`config.mk`:
```
export PLATFORM = sky130hd
export DESIGN_NAME = page_bitmap_allocator_unit_flat
export DESIGN_NICKNAME = d
export VERILOG_FILES = /design/src/rtl/core/pba_pkg.sv /design/src/rtl/core/pba_stream_if.sv /design/src/rtl/core/pba_ctrl.sv /design/src/rtl/core/pba_dp.sv /design/src/rtl/core/page_bitmap_allocator_unit.sv /design/src/flat_wrapper.sv
export SDC_FILE = /design/constraint.sdc
export NUM_CORES = 2
export LEC_CHECK = 0
export ABC_CLOCK_PERIOD_IN_PS = 9210
export BUFFER_PORTS_ARGS = -buffer_cell sky130_fd_sc_hd__buf_2
export CORE_UTILIZATION = 57
export DETAILED_ROUTE_END_ITERATION = 8
export GPL_TIMING_DRIVEN = 0
export HOLD_SLACK_MARGIN = 0.15
export PLACE_DENSITY = 0.83
export SLEW_MARGIN = 0
export SYNTH_ARGS = -nofsm -noshare
export SYNTH_HDL_FRONTEND = slang
export SYNTH_HIERARCHICAL = 1
export SYNTH_SLANG_ARGS = --single-unit
```
`constraint.sdc`:
```
create_clock -name clk -period 9.21 [get_ports clk]
set_clock_uncertainty 0.15 [all_clocks]
set_input_delay 0.4605 -clock clk [delete_from_list [all_inputs] [get_ports clk]]
set_output_delay 0.4605 -clock clk [all_outputs]
set_load 0.03 [all_outputs]
```
`src/rtl/core/pba_pkg.sv`:
```
// Shared types, codes and constants of the page bitmap allocator.
package pba_pkg;

    localparam int PAGES_DEFAULT = 1024;
    localparam int WORD_BITS = 32;
    localparam int WORD_SHIFT = 5;
    localparam int FRAME_SHIFT = 12;
    localparam int ADDR_W = 32;
    localparam int COUNT_W = 11;
    localparam int CFG_IDX_W = 1;
    localparam int CFG_DATA_W = 32;

    localparam logic [COUNT_W-1:0] PAGE_COUNT_RESET = 11'd1024;

    localparam logic [CFG_IDX_W-1:0] REG_BASE_ADDRESS = 1'b0;
    localparam logic [CFG_IDX_W-1:0] REG_PAGE_COUNT = 1'b1;

    typedef enum logic
    {
        OP_ALLOC = 1'b0,
        OP_FREE = 1'b1
    } pba_op_t;

    typedef enum logic [1:0]
    {
        STATUS_OK = 2'd0,
        STATUS_NO_FREE = 2'd1,
        STATUS_NOT_ALLOC = 2'd2,
        STATUS_RANGE = 2'd3
    } pba_status_t;

    typedef struct packed
    {
        pba_op_t op;
        logic [ADDR_W-1:0] page_address;
    } pba_req_t;

    typedef struct packed
    {
        logic [ADDR_W-1:0] result_address;
        pba_status_t status;
        logic [COUNT_W-1:0] free_pages;
    } pba_rsp_t;

    typedef enum logic [2:0]
    {
        SCAN_HOLD,
        SCAN_ZERO,
        SCAN_INC,
        SCAN_HINT,
        SCAN_FREE_WORD
    } pba_scan_sel_t;

    typedef struct packed
    {
        pba_scan_sel_t scan_sel;
        logic clear_wr;
        logic capture_req;
        logic alloc_take;
        logic alloc_skip;
        logic alloc_none;
        logic free_check;
        logic free_err;
        logic free_eval;
        logic rc_clear;
        logic rc_step;
        logic rc_commit;
        logic load_rsp;
    } pba_cmd_t;

    typedef struct packed
    {
        logic clear_last;
        logic recount_pending;
        logic word_beyond;
        logic word_has_free;
        logic free_range_err;
    } pba_stat_t;

endpackage

```
`src/rtl/core/pba_stream_if.sv`:
```
// Valid/ready channel carrying one payload item per handshake.
interface pba_stream_if #(parameter type T = logic) ();
    logic valid;
    logic ready;
    T data;

    modport source (output valid, output data, input ready);
    modport sink (input valid, input data, output ready);
endinterface

```
`src/rtl/core/pba_ctrl.sv`:
```
// Sequencer of the page bitmap allocator: clear, recount, allocate and free flows.
module pba_ctrl
(
    input logic clk,
    input logic rst_n,
    input logic req_valid,
    input pba_pkg::pba_op_t req_op,
    input logic rsp_ready,
    input pba_pkg::pba_stat_t stat,
    output logic req_ready,
    output logic rsp_valid,
    output pba_pkg::pba_cmd_t cmd
);

    typedef enum logic [2:0]
    {
        ST_CLEAR,
        ST_IDLE,
        ST_RECOUNT,
        ST_ALLOC,
        ST_FREE_CHECK,
        ST_FREE,
        ST_DONE
    } state_t;

    state_t state_reg;
    state_t state_next;
    logic rsp_valid_reg;
    logic rsp_valid_next;
    logic out_free;

    assign out_free = !rsp_valid_reg || rsp_ready;
    assign req_ready = (state_reg == ST_IDLE) && !stat.recount_pending;
    assign rsp_valid = rsp_valid_reg;

    always_comb
    begin
        cmd = '0;
        cmd.scan_sel = pba_pkg::SCAN_HOLD;
        state_next = state_reg;
        rsp_valid_next = rsp_valid_reg && !rsp_ready;
        unique case (state_reg)
            ST_CLEAR:
            begin
                cmd.clear_wr = 1'b1;
                cmd.scan_sel = pba_pkg::SCAN_INC;
                if (stat.clear_last)
                begin
                    state_next = ST_IDLE;
                end
            end
            ST_IDLE:
            begin
                priority if (stat.recount_pending)
                begin
                    cmd.scan_sel = pba_pkg::SCAN_ZERO;
                    cmd.rc_clear = 1'b1;
                    state_next = ST_RECOUNT;
                end
                else if (req_valid)
                begin
                    cmd.capture_req = 1'b1;
                    if (req_op == pba_pkg::OP_ALLOC)
                    begin
                        cmd.scan_sel = pba_pkg::SCAN_HINT;
                        state_next = ST_ALLOC;
                    end
                    else
                    begin
                        state_next = ST_FREE_CHECK;
                    end
                end
                else
                begin
                    state_next = ST_IDLE;
                end
            end
            ST_RECOUNT:
            begin
                if (stat.word_beyond)
                begin
                    cmd.rc_commit = 1'b1;
                    state_next = ST_IDLE;
                end
                else
                begin
                    cmd.rc_step = 1'b1;
                    cmd.scan_sel = pba_pkg::SCAN_INC;
                end
            end
            ST_ALLOC:
            begin
                priority if (stat.word_beyond)
                begin
                    cmd.alloc_none = 1'b1;
                    state_next = ST_DONE;
                end
                else if (stat.word_has_free)
                begin
                    cmd.alloc_take = 1'b1;
                    state_next = ST_DONE;
                end
                else
                begin
                    cmd.alloc_skip = 1'b1;
                    cmd.scan_sel = pba_pkg::SCAN_INC;
                end
            end
            ST_FREE_CHECK:
            begin
                cmd.free_check = 1'b1;
                if (stat.free_range_err)
                begin
                    cmd.free_err = 1'b1;
                    state_next = ST_DONE;
                end
                else
                begin
                    cmd.scan_sel = pba_pkg::SCAN_FREE_WORD;
                    state_next = ST_FREE;
                end
            end
            ST_FREE:
            begin
                cmd.free_eval = 1'b1;
                state_next = ST_DONE;
            end
            ST_DONE:
            begin
                if (out_free)
                begin
                    cmd.load_rsp = 1'b1;
                    rsp_valid_next = 1'b1;
                    state_next = ST_IDLE;
                end
            end
            default:
            begin
                state_next = ST_IDLE;
            end
        endcase
    end

    always_ff @(posedge clk or negedge rst_n)
    begin
        if (!rst_n)
        begin
            state_reg <= ST_CLEAR;
            rsp_valid_reg <= 1'b0;
        end
        else
        begin
            state_reg <= state_next;
            rsp_valid_reg <= rsp_valid_next;
        end
    end

endmodule

```
`src/rtl/core/pba_dp.sv`:
```
// Datapath of the page bitmap allocator: bitmap memory, counters, search and result registers.
module pba_dp #(
    parameter int PAGES = pba_pkg::PAGES_DEFAULT
)
(
    input logic clk,
    input logic rst_n,
    input logic cfg_we,
    input logic [pba_pkg::CFG_IDX_W-1:0] cfg_index,
    input logic [pba_pkg::CFG_DATA_W-1:0] cfg_data,
    input pba_pkg::pba_req_t req_data,
    input pba_pkg::pba_cmd_t cmd,
    output pba_pkg::pba_stat_t stat,
    output pba_pkg::pba_rsp_t rsp_data
);

    localparam int WB = pba_pkg::WORD_BITS;
    localparam int BS = pba_pkg::WORD_SHIFT;
    localparam int AW = pba_pkg::ADDR_W;
    localparam int WORDS = (PAGES + WB - 1) / WB;
    localparam int WA = (WORDS > 1) ? $clog2(WORDS) : 1;
    localparam int SW = $clog2(WORDS + 1);
    localparam int PW = SW + BS;

    logic [AW-1:0] base_reg;
    logic [pba_pkg::COUNT_W-1:0] count_reg;
    logic recount_pending_reg;

    logic [WB-1:0] mem [WORDS];
    logic [WB-1:0] rdata_reg;
    logic wr_en;
    logic [WB-1:0] wr_data;

    logic [SW-1:0] scan_reg;
    logic [SW-1:0] scan_next;
    logic [SW-1:0] hint_reg;
    logic [PW-1:0] used_low_reg;
    logic [PW-1:0] rc_acc_reg;
    logic [AW-1:0] req_addr_reg;
    logic [PW-1:0] fidx_reg;
    logic [AW-1:0] res_addr_reg;
    pba_pkg::pba_status_t res_status_reg;
    pba_pkg::pba_rsp_t out_reg;

    logic [PW-1:0] n_w;
    logic [AW-1:0] base_al;
    logic [AW-1:0] idx32;
    logic range_err;
    logic [PW-1:0] start_w;
    logic [PW-1:0] rem_w;
    logic beyond;
    logic [WB-1:0] vmask;
    logic [WB-1:0] avail;
    logic [BS-1:0] fbit;
    logic [PW-1:0] take_idx;
    logic [AW-1:0] take_addr;
    logic word_full;
    logic free_bit;

    // Configuration registers
    always_ff @(posedge clk or negedge rst_n)
    begin
        if (!rst_n)
        begin
            base_reg <= '0;
            count_reg <= pba_pkg::PAGE_COUNT_RESET;
            recount_pending_reg <= 1'b0;
        end
        else
        begin
            if (cfg_we && (cfg_index == pba_pkg::REG_BASE_ADDRESS))
            begin
                base_reg <= cfg_data[AW-1:0];
            end
            if (cfg_we && (cfg_index == pba_pkg::REG_PAGE_COUNT))
            begin
                count_reg <= cfg_data[pba_pkg::COUNT_W-1:0];
                recount_pending_reg <= 1'b1;
            end
            else if (cmd.rc_commit)
            begin
                recount_pending_reg <= 1'b0;
            end
        end
    end

    always_comb
    begin
        if (32'(count_reg) > 32'(PAGES))
        begin
            n_w = PW'(PAGES);
        end
        else
        begin
            n_w = PW'(count_reg);
        end
    end

    assign base_al = {base_reg[AW-1:pba_pkg::FRAME_SHIFT], {pba_pkg::FRAME_SHIFT{1'b0}}};

    // Free address check
    assign idx32 = (req_addr_reg - base_al) >> pba_pkg::FRAME_SHIFT;
    assign range_err = (req_addr_reg < base_al) || (idx32 >= 32'(n_w));

    // Word under the scan pointer
    assign start_w = {scan_reg, {BS{1'b0}}};
    assign beyond = start_w >= n_w;
    assign rem_w = n_w - start_w;
    assign vmask = (rem_w >= PW'(WB)) ? '1 : ((WB'(1) << rem_w[BS-1:0]) - WB'(1));
    assign avail = ~rdata_reg & vmask;
    assign word_full = &rdata_reg;
    assign free_bit = rdata_reg[fidx_reg[BS-1:0]];

    always_comb
    begin
        fbit = '0;
        for (int i = WB - 1; i >= 0; i--)
        begin
            if (avail[i])
            begin
                fbit = BS'(i);
            end
        end
    end

    assign take_idx = {scan_reg, fbit};
    assign take_addr = base_al + (32'(take_idx) << pba_pkg::FRAME_SHIFT);

    always_comb
    begin
        unique case (cmd.scan_sel)
            pba_pkg::SCAN_HOLD: scan_next = scan_reg;
            pba_pkg::SCAN_ZERO: scan_next = '0;
            pba_pkg::SCAN_INC: scan_next = scan_reg + 1'b1;
            pba_pkg::SCAN_HINT: scan_next = hint_reg;
            pba_pkg::SCAN_FREE_WORD: scan_next = idx32[PW-1:BS];
            default: scan_next = scan_reg;
        endcase
    end

    always_comb
    begin
        wr_en = 1'b0;
        wr_data = rdata_reg;
        priority if (cmd.clear_wr)
        begin
            wr_en = 1'b1;
            wr_data = '0;
        end
        else if (cmd.alloc_take)
        begin
            wr_en = 1'b1;
            wr_data = rdata_reg | (WB'(1) << fbit);
        end
        else if (cmd.free_eval && free_bit)
        begin
            wr_en = 1'b1;
            wr_data = rdata_reg & ~(WB'(1) << fidx_reg[BS-1:0]);
        end
        else
        begin
            wr_en = 1'b0;
            wr_data = rdata_reg;
        end
    end

    // Bitmap memory: one write at the scan word, registered read of the next scan word
    always_ff @(posedge clk)
    begin
        if (wr_en)
        begin
            mem[scan_reg[WA-1:0]] <= wr_data;
        end
        rdata_reg <= mem[scan_next[WA-1:0]];
    end

    always_ff @(posedge clk or negedge rst_n)
    begin
        if (!rst_n)
        begin
            scan_reg <= '0;
            hint_reg <= '0;
            used_low_reg <= '0;
        end
        else
        begin
            scan_reg <= scan_next;
            priority if (cmd.alloc_take)
            begin
                hint_reg <= scan_reg;
                used_low_reg <= used_low_reg + 1'b1;
            end
            else if (cmd.alloc_skip)
            begin
                if (word_full && (scan_reg == hint_reg))
                begin
                    hint_reg <= hint_reg + 1'b1;
                end
            end
            else if (cmd.free_eval && free_bit)
            begin
                if (scan_reg < hint_reg)
                begin
                    hint_reg <= scan_reg;
                end
                used_low_reg <= used_low_reg - 1'b1;
            end
            else if (cmd.rc_commit)
            begin
                used_low_reg <= rc_acc_reg;
            end
            else
            begin
                used_low_reg <= used_low_reg;
            end
        end
    end

    // Payload registers
    always_ff @(posedge clk)
    begin
        if (cmd.capture_req)
        begin
            req_addr_reg <= req_data.page_address;
        end
        if (cmd.free_check)
        begin
            fidx_reg <= idx32[PW-1:0];
        end
        if (cmd.rc_clear)
        begin
            rc_acc_reg <= '0;
        end
        else if (cmd.rc_step)
        begin
            rc_acc_reg <= rc_acc_reg + PW'($countones(rdata_reg & vmask));
        end
        priority if (cmd.alloc_take)
        begin
            res_addr_reg <= take_addr;
            res_status_reg <= pba_pkg::STATUS_OK;
        end
        else if (cmd.alloc_none)
        begin
            res_addr_reg <= '0;
            res_status_reg <= pba_pkg::STATUS_NO_FREE;
        end
        else if (cmd.free_err)
        begin
            res_addr_reg <= '0;
            res_status_reg <= pba_pkg::STATUS_RANGE;
        end
        else if (cmd.free_eval)
        begin
            res_addr_reg <= '0;
            res_status_reg <= free_bit ? pba_pkg::STATUS_OK : pba_pkg::STATUS_NOT_ALLOC;
        end
        else
        begin
            res_addr_reg <= res_addr_reg;
            res_status_reg <= res_status_reg;
        end
        if (cmd.load_rsp)
        begin
            out_reg.result_address <= res_addr_reg;
            out_reg.status <= res_status_reg;
            out_reg.free_pages <= pba_pkg::COUNT_W'(n_w - used_low_reg);
        end
    end

    assign stat.clear_last = (scan_reg == SW'(WORDS - 1));
    assign stat.recount_pending = recount_pending_reg;
    assign stat.word_beyond = beyond;
    assign stat.word_has_free = |avail;
    assign stat.free_range_err = range_err;
    assign rsp_data = out_reg;

endmodule

```
`src/rtl/core/page_bitmap_allocator_unit.sv`:
```
// Top level of the first-fit page bitmap allocator.
//
// req carries one item per handshake: op (allocate or free) and page_address.
// rsp returns one item per request: result_address, status and free_pages.
// The config port writes base_address (index 0) and page_count (index 1);
// write it only while no request is in flight.
//
// Flow: an allocate scans the 32-page bitmap words one word a cycle, from the
// lowest word that may hold a free page, until it finds a free page or passes
// the managed range; a free checks the address range, then reads the frame's
// word and clears its bit if set. A new request is accepted only once the
// previous response has been loaded into the output register.
// After reset a clearing pass writes zeros over the bitmap, one word a cycle;
// req.ready stays low meanwhile.
// A write to page_count starts a recount of the used pages among the first n,
// n being page_count saturated at PAGES, one word a cycle; req.ready stays
// low after the write until the recount ends.
// The response sits in an output register; while the receiver stalls it
// holds, and a new item may be accepted and processed, then waits behind it.
module page_bitmap_allocator_unit #(
    parameter int PAGES = pba_pkg::PAGES_DEFAULT
)
(
    input logic clk,
    input logic rst_n,
    pba_stream_if.sink req,
    pba_stream_if.source rsp,
    input logic cfg_we,
    input logic [pba_pkg::CFG_IDX_W-1:0] cfg_index,
    input logic [pba_pkg::CFG_DATA_W-1:0] cfg_data
);

    pba_pkg::pba_cmd_t cmd;
    pba_pkg::pba_stat_t stat;
    pba_pkg::pba_req_t req_item;
    pba_pkg::pba_rsp_t rsp_item;
    logic req_ready;
    logic rsp_valid;

    assign req_item = req.data;

    // Sequence the flows
    pba_ctrl u_ctrl
    (
        .clk       (clk),
        .rst_n     (rst_n),
        .req_valid (req.valid),
        .req_op    (req_item.op),
        .rsp_ready (rsp.ready),
        .stat      (stat),
        .req_ready (req_ready),
        .rsp_valid (rsp_valid),
        .cmd       (cmd)
    );

    // Hold the bitmap, counters and result
    pba_dp #(
        .PAGES (PAGES)
    ) u_dp
    (
        .clk       (clk),
        .rst_n     (rst_n),
        .cfg_we    (cfg_we),
        .cfg_index (cfg_index),
        .cfg_data  (cfg_data),
        .req_data  (req_item),
        .cmd       (cmd),
        .stat      (stat),
        .rsp_data  (rsp_item)
    );

    assign req.ready = req_ready;
    assign rsp.valid = rsp_valid;
    assign rsp.data = rsp_item;

    // One item in flight: drop ready right after an acceptance
    a_one_in_flight: assert property (@(posedge clk) disable iff (!rst_n)
        (req.valid && req_ready) |=> !req_ready)
        else $error("item accepted while another is in flight");

    // No free page means the reported free count is zero
    a_no_free_count: assert property (@(posedge clk) disable iff (!rst_n)
        (rsp_valid && (rsp_item.status == pba_pkg::STATUS_NO_FREE))
            |-> (rsp_item.free_pages == '0))
        else $error("no free page reported with nonzero free count");

    // Errors carry a zero address
    a_err_zero_addr: assert property (@(posedge clk) disable iff (!rst_n)
        (rsp_valid && (rsp_item.status != pba_pkg::STATUS_OK))
            |-> (rsp_item.result_address == '0))
        else $error("error result with nonzero address");

endmodule

```
`src/flat_wrapper.sv`:
```
// flat-port wrapper written by rule: the top's interface ports become plain ports
module page_bitmap_allocator_unit_flat import pba_pkg::*;
#(
    parameter int PAGES = pba_pkg::PAGES_DEFAULT
)
  (clk, rst_n, cfg_we, cfg_index, cfg_data, req_valid, req_data, req_ready, rsp_valid, rsp_data, rsp_ready);
  pba_stream_if #(.T(pba_req_t)) req_i ();
  pba_stream_if #(.T(pba_rsp_t)) rsp_i ();
  input logic clk;
  input logic rst_n;
  input logic cfg_we;
  input logic [pba_pkg::CFG_IDX_W-1:0] cfg_index;
  input logic [pba_pkg::CFG_DATA_W-1:0] cfg_data;
  input wire logic [$bits(req_i.valid)-1:0] req_valid;
  input wire logic [$bits(req_i.data)-1:0] req_data;
  output wire logic [$bits(req_i.ready)-1:0] req_ready;
  output wire logic [$bits(rsp_i.valid)-1:0] rsp_valid;
  output wire logic [$bits(rsp_i.data)-1:0] rsp_data;
  input wire logic [$bits(rsp_i.ready)-1:0] rsp_ready;
  assign req_i.valid = req_valid;
  assign req_i.data = req_data;
  assign req_ready = req_i.ready;
  assign rsp_valid = rsp_i.valid;
  assign rsp_data = rsp_i.data;
  assign rsp_i.ready = rsp_ready;
  page_bitmap_allocator_unit #(.PAGES(PAGES)) u_core (.clk(clk), .rst_n(rst_n), .req(req_i), .rsp(rsp_i), .cfg_we(cfg_we), .cfg_index(cfg_index), .cfg_data(cfg_data));
endmodule
```
==> flow_metrics.env <==
export IMPL_finalCritPeriodShare_pct=96.52
export IMPL_synth_async_reset_ratio_pct=4.892
export IMPL_clockBufferDepth=3
export IMPL_synthXorXnorAreaFrac_pct=0.8996
export IMPL_synth_enable_flop_cells=1102
export IMPL_layout_common_cells="edfxtp_1, nand2_1, nand3_1"
export IMPL_maxCapViolations=0
export IMPL_synth_top_family_by_area="simple AND/OR/NAND/NOR gates"
export IMPL_slew_headroom_pct=5.219
export IMPL_ys_types=108
export IMPL_nets=4196
export IMPL_drive_above_1_share_pct=17.33
export IMPL_dr_pass1_iters=6
export IMPL_avgSynthCellArea_um2=14.34
export IMPL_cts_buffers=115
export IMPL_chipWidth_um=305.7
export IMPL_vias=35550
export IMPL_cts_clk_slew_worst_paths_ps=60
export IMPL_nFillCells=5759
export IMPL_htree_levels=3
export IMPL_reg2reg_depth=29
export IMPL_dp_cells=5018
export IMPL_period_needed_ps=8890
export IMPL_max_freq_mhz=112.5
export IMPL_drt_iter0_markers=4992
export IMPL_grt_setup_unrepaired="false"
export IMPL_status="completed"
export IMPL_synthAdderAreaFrac_pct=3.210
export IMPL_yosysWarnings=6
export IMPL_hold_violations=0
export IMPL_wl_mm=154.1
export IMPL_synthMuxAreaShare_pct=7.860
export IMPL_ys_ff_latch=1206
export IMPL_post_route_util_pct=66.46
export IMPL_rrSetupSlack_ps=320
export IMPL_r2r_start="u_core/u_dp/req_addr_reg[12]"
export IMPL_grt_first_pass_wirelength_mm=226.5
export IMPL_critPathTopFamily="compound AO/OA/AOI/OAI gates"
export IMPL_final_common_cell="edfxtp_1"
export IMPL_crit_buf_inv=6
export IMPL_grt_util_met2_pct=54.03
export IMPL_end_kind="flop"
export IMPL_ant_nets=0
export IMPL_synthCells=3667
export IMPL_grt_use_met1_pct=39.98
export IMPL_area_growth_synth_to_final_pct=15.69
export IMPL_crit_slowest_cell="clkbuf_1"
export IMPL_hold_class="in2reg"
export IMPL_ys_flop_type="edfxtp_1"
export IMPL_synthSimpleGateAreaFrac_pct=10.37
export IMPL_cts_root_buffer="clkbuf_16"
export IMPL_routedWlPerCell_um=29.09
export IMPL_antenna_found_initial=12
export IMPL_boundaryPins=118
export IMPL_cp_max_fo=10
export IMPL_min_to="u_core/u_dp/base_reg[23]"
export IMPL_top_usage_layer="met2"
export IMPL_start_util_pct=57.45
export IMPL_start_kind="flop"
export IMPL_crit_top_cell="clkbuf_1"
export IMPL_die_y_um=305.7
export IMPL_setup_violations_final=0
export IMPL_worstSetupPathType="reg2reg"
export IMPL_dieArea_mm2=0.09346
export IMPL_grt_start_max_net_pins=60
export IMPL_finalNonFillerCells=5299
export IMPL_grt_usage_pct=32.97
export IMPL_use_met3_pct=8.354
export IMPL_min_delay_path_depth=4
export IMPL_grt_ovfl_total=0
export IMPL_core_area_mm2=0.09152
export IMPL_clk_insertion_delay_late_ps=770
export IMPL_rows=111
export IMPL_gp_congestion=0.9844
export IMPL_hold_start="cfg_index"
export IMPL_synth_area_mm2=0.05258
export IMPL_worstPathRequired_ps=9500
export IMPL_detailed_place_hpwl_mm=102.8
export IMPL_timing_rr_end="u_core/u_dp/rdata_reg[14]"
export IMPL_drc=0
export IMPL_io_buffers=92
export IMPL_cts_tree="built"
export IMPL_worstMarginPinSlew_ps=1416
export IMPL_via_per_inst=6.708
export IMPL_cpPeakStageDelay_ps=760
export IMPL_synth_compound_area_share_pct=7.506
export IMPL_clock_sinks=1206
export IMPL_largest_register_ffs=1024
export IMPL_grt_pass1_vias=35570
export IMPL_yosysSeqAreaShare_pct=67.46
export IMPL_maxSlewViolCount=0
export IMPL_worstPathArrival_ps=9180
[Yosys cell counts (8+ instances only)]
cell,number,area share [%]
a31oi_1,15,0.18
a211oi_1,9,0.13
mux2i_1,93,1.8
nor3_1,42,0.40
clkbuf_1,120,0.86
nand2_1,531,3.8
buf_2,42,0.40
and2_1,11,0.13
buf_1,18,0.13
dfxtp_1,45,1.7
o21ai_0,130,1.2
mux4_2,134,5.7
dfrtp_1,58,2.8
a21boi_0,10,0.14
a32oi_1,64,1.1
nor2_1,140,1.0
edfxtp_1,1102,63
o31ai_1,9,0.13
fa_1,30,1.1
o21bai_1,8,0.11
o21a_1,19,0.27
a21oi_1,90,0.86
ha_1,86,2.0
o22ai_1,9,0.11
xor2_1,23,0.38
o21ai_1,12,0.11
nand2b_1,22,0.26
nor4_1,8,0.095
xnor2_1,31,0.52
nand3_1,180,1.7
nand4_1,115,1.4
a21o_1,42,0.60
mux2_2,15,0.32
and3_1,14,0.17
nor2b_1,42,0.50
a22oi_1,67,0.96
buf_4,23,0.33
inv_1,113,0.81
[metrics by stage]
stage / hold WS, ps / TNS (ps) / setup slack [ps] / instance area (um2)
floorplan: 14.91 / 0 / 440.3 / 52620
global placement: 253.0 / -262350 / -1456 / 54560
detailed placement: 255.2 / -52080 / -1755 / 56110
CTS: 178.5 / 0 / 9.476 / 60700
global route: 227.8 / 0 / 55.12 / 60820
finish: 205.9 / 0 / 320.3 / 60830
[tightest hold or removal path, delay by kind of cell]
kind	cells	cell delay (ps)
AO/OA/AOI/OAI	1	180
buffers and inverters	2	300
AND/OR/NAND/NOR	1	70
[routing by layer]
layer	routed length, um	vias to the layer above	share of wire (%)
met5	63	-	0.041
met4	9876	10	6.4
met3	17910	638	12
met2	74380	2664	48
met1	51900	17510	34
li1	-	14730	-
[cell type report]
type / count / area, um2 / area share, %
flip-flops and latches: 1206 / 35470 / 58.31
multi-input cells: 2149 / 16290 / 26.77
clock buffers: 139 / 2999 / 4.931
repair buffers: 219 / 2231 / 3.668
well taps: 1186 / 1484 / 2.440
plain buffers: 204 / 1011 / 1.662
clock inverters: 78 / 904.6 / 1.487
inverters: 114 / 431.7 / 0.7097
diodes: 4 / 10.01 / 0.01646
[cell families after synthesis]
kind of cell / count (synthesis)
adder cells (fa/ha/maj): 117
AO/OA/AOI/OAI: 566
XOR/XNOR: 54
flip-flops: 1206
multiplexers: 243
AND/OR/NAND/NOR: 1157
buffers and inverters: 323
other: 1
[worst max-delay path by stage]
stage                                       startpoint                          to  slack [ps]  depth (start not counted)
after detailed placement     u_core/u_dp/count_reg[10]   u_core/u_dp/rdata_reg[12]       -1750                         29
after CTS                     u_core/u_dp/count_reg[2]   u_core/u_dp/rdata_reg[29]           9                         25
after floorplan              u_core/u_dp/count_reg[10]  u_core/u_dp/rc_acc_reg[10]         440                         35
after global routing         u_core/u_dp/count_reg[10]  u_core/u_dp/rc_acc_reg[10]          60                         31
final                     u_core/u_dp/req_addr_reg[12]   u_core/u_dp/rdata_reg[14]         320                         29
after global placement       u_core/u_dp/count_reg[10]   u_core/u_dp/rdata_reg[29]       -1460                         29
[what timing repair did]
action | CTS | global route
pin swaps | 2 | 5
hold buffers | 55 | 0
setup buffers | 6 | 3
resized for setup | 24 | 47
endpoints found under the hold margin | 114 | 0
gates cloned | 0 | 0
endpoints found under the setup margin | 39 | 37
Power is left out: the tool's default activity adds up to more than one toggle a clock period on the data nets, which glitch-free logic cannot reach.
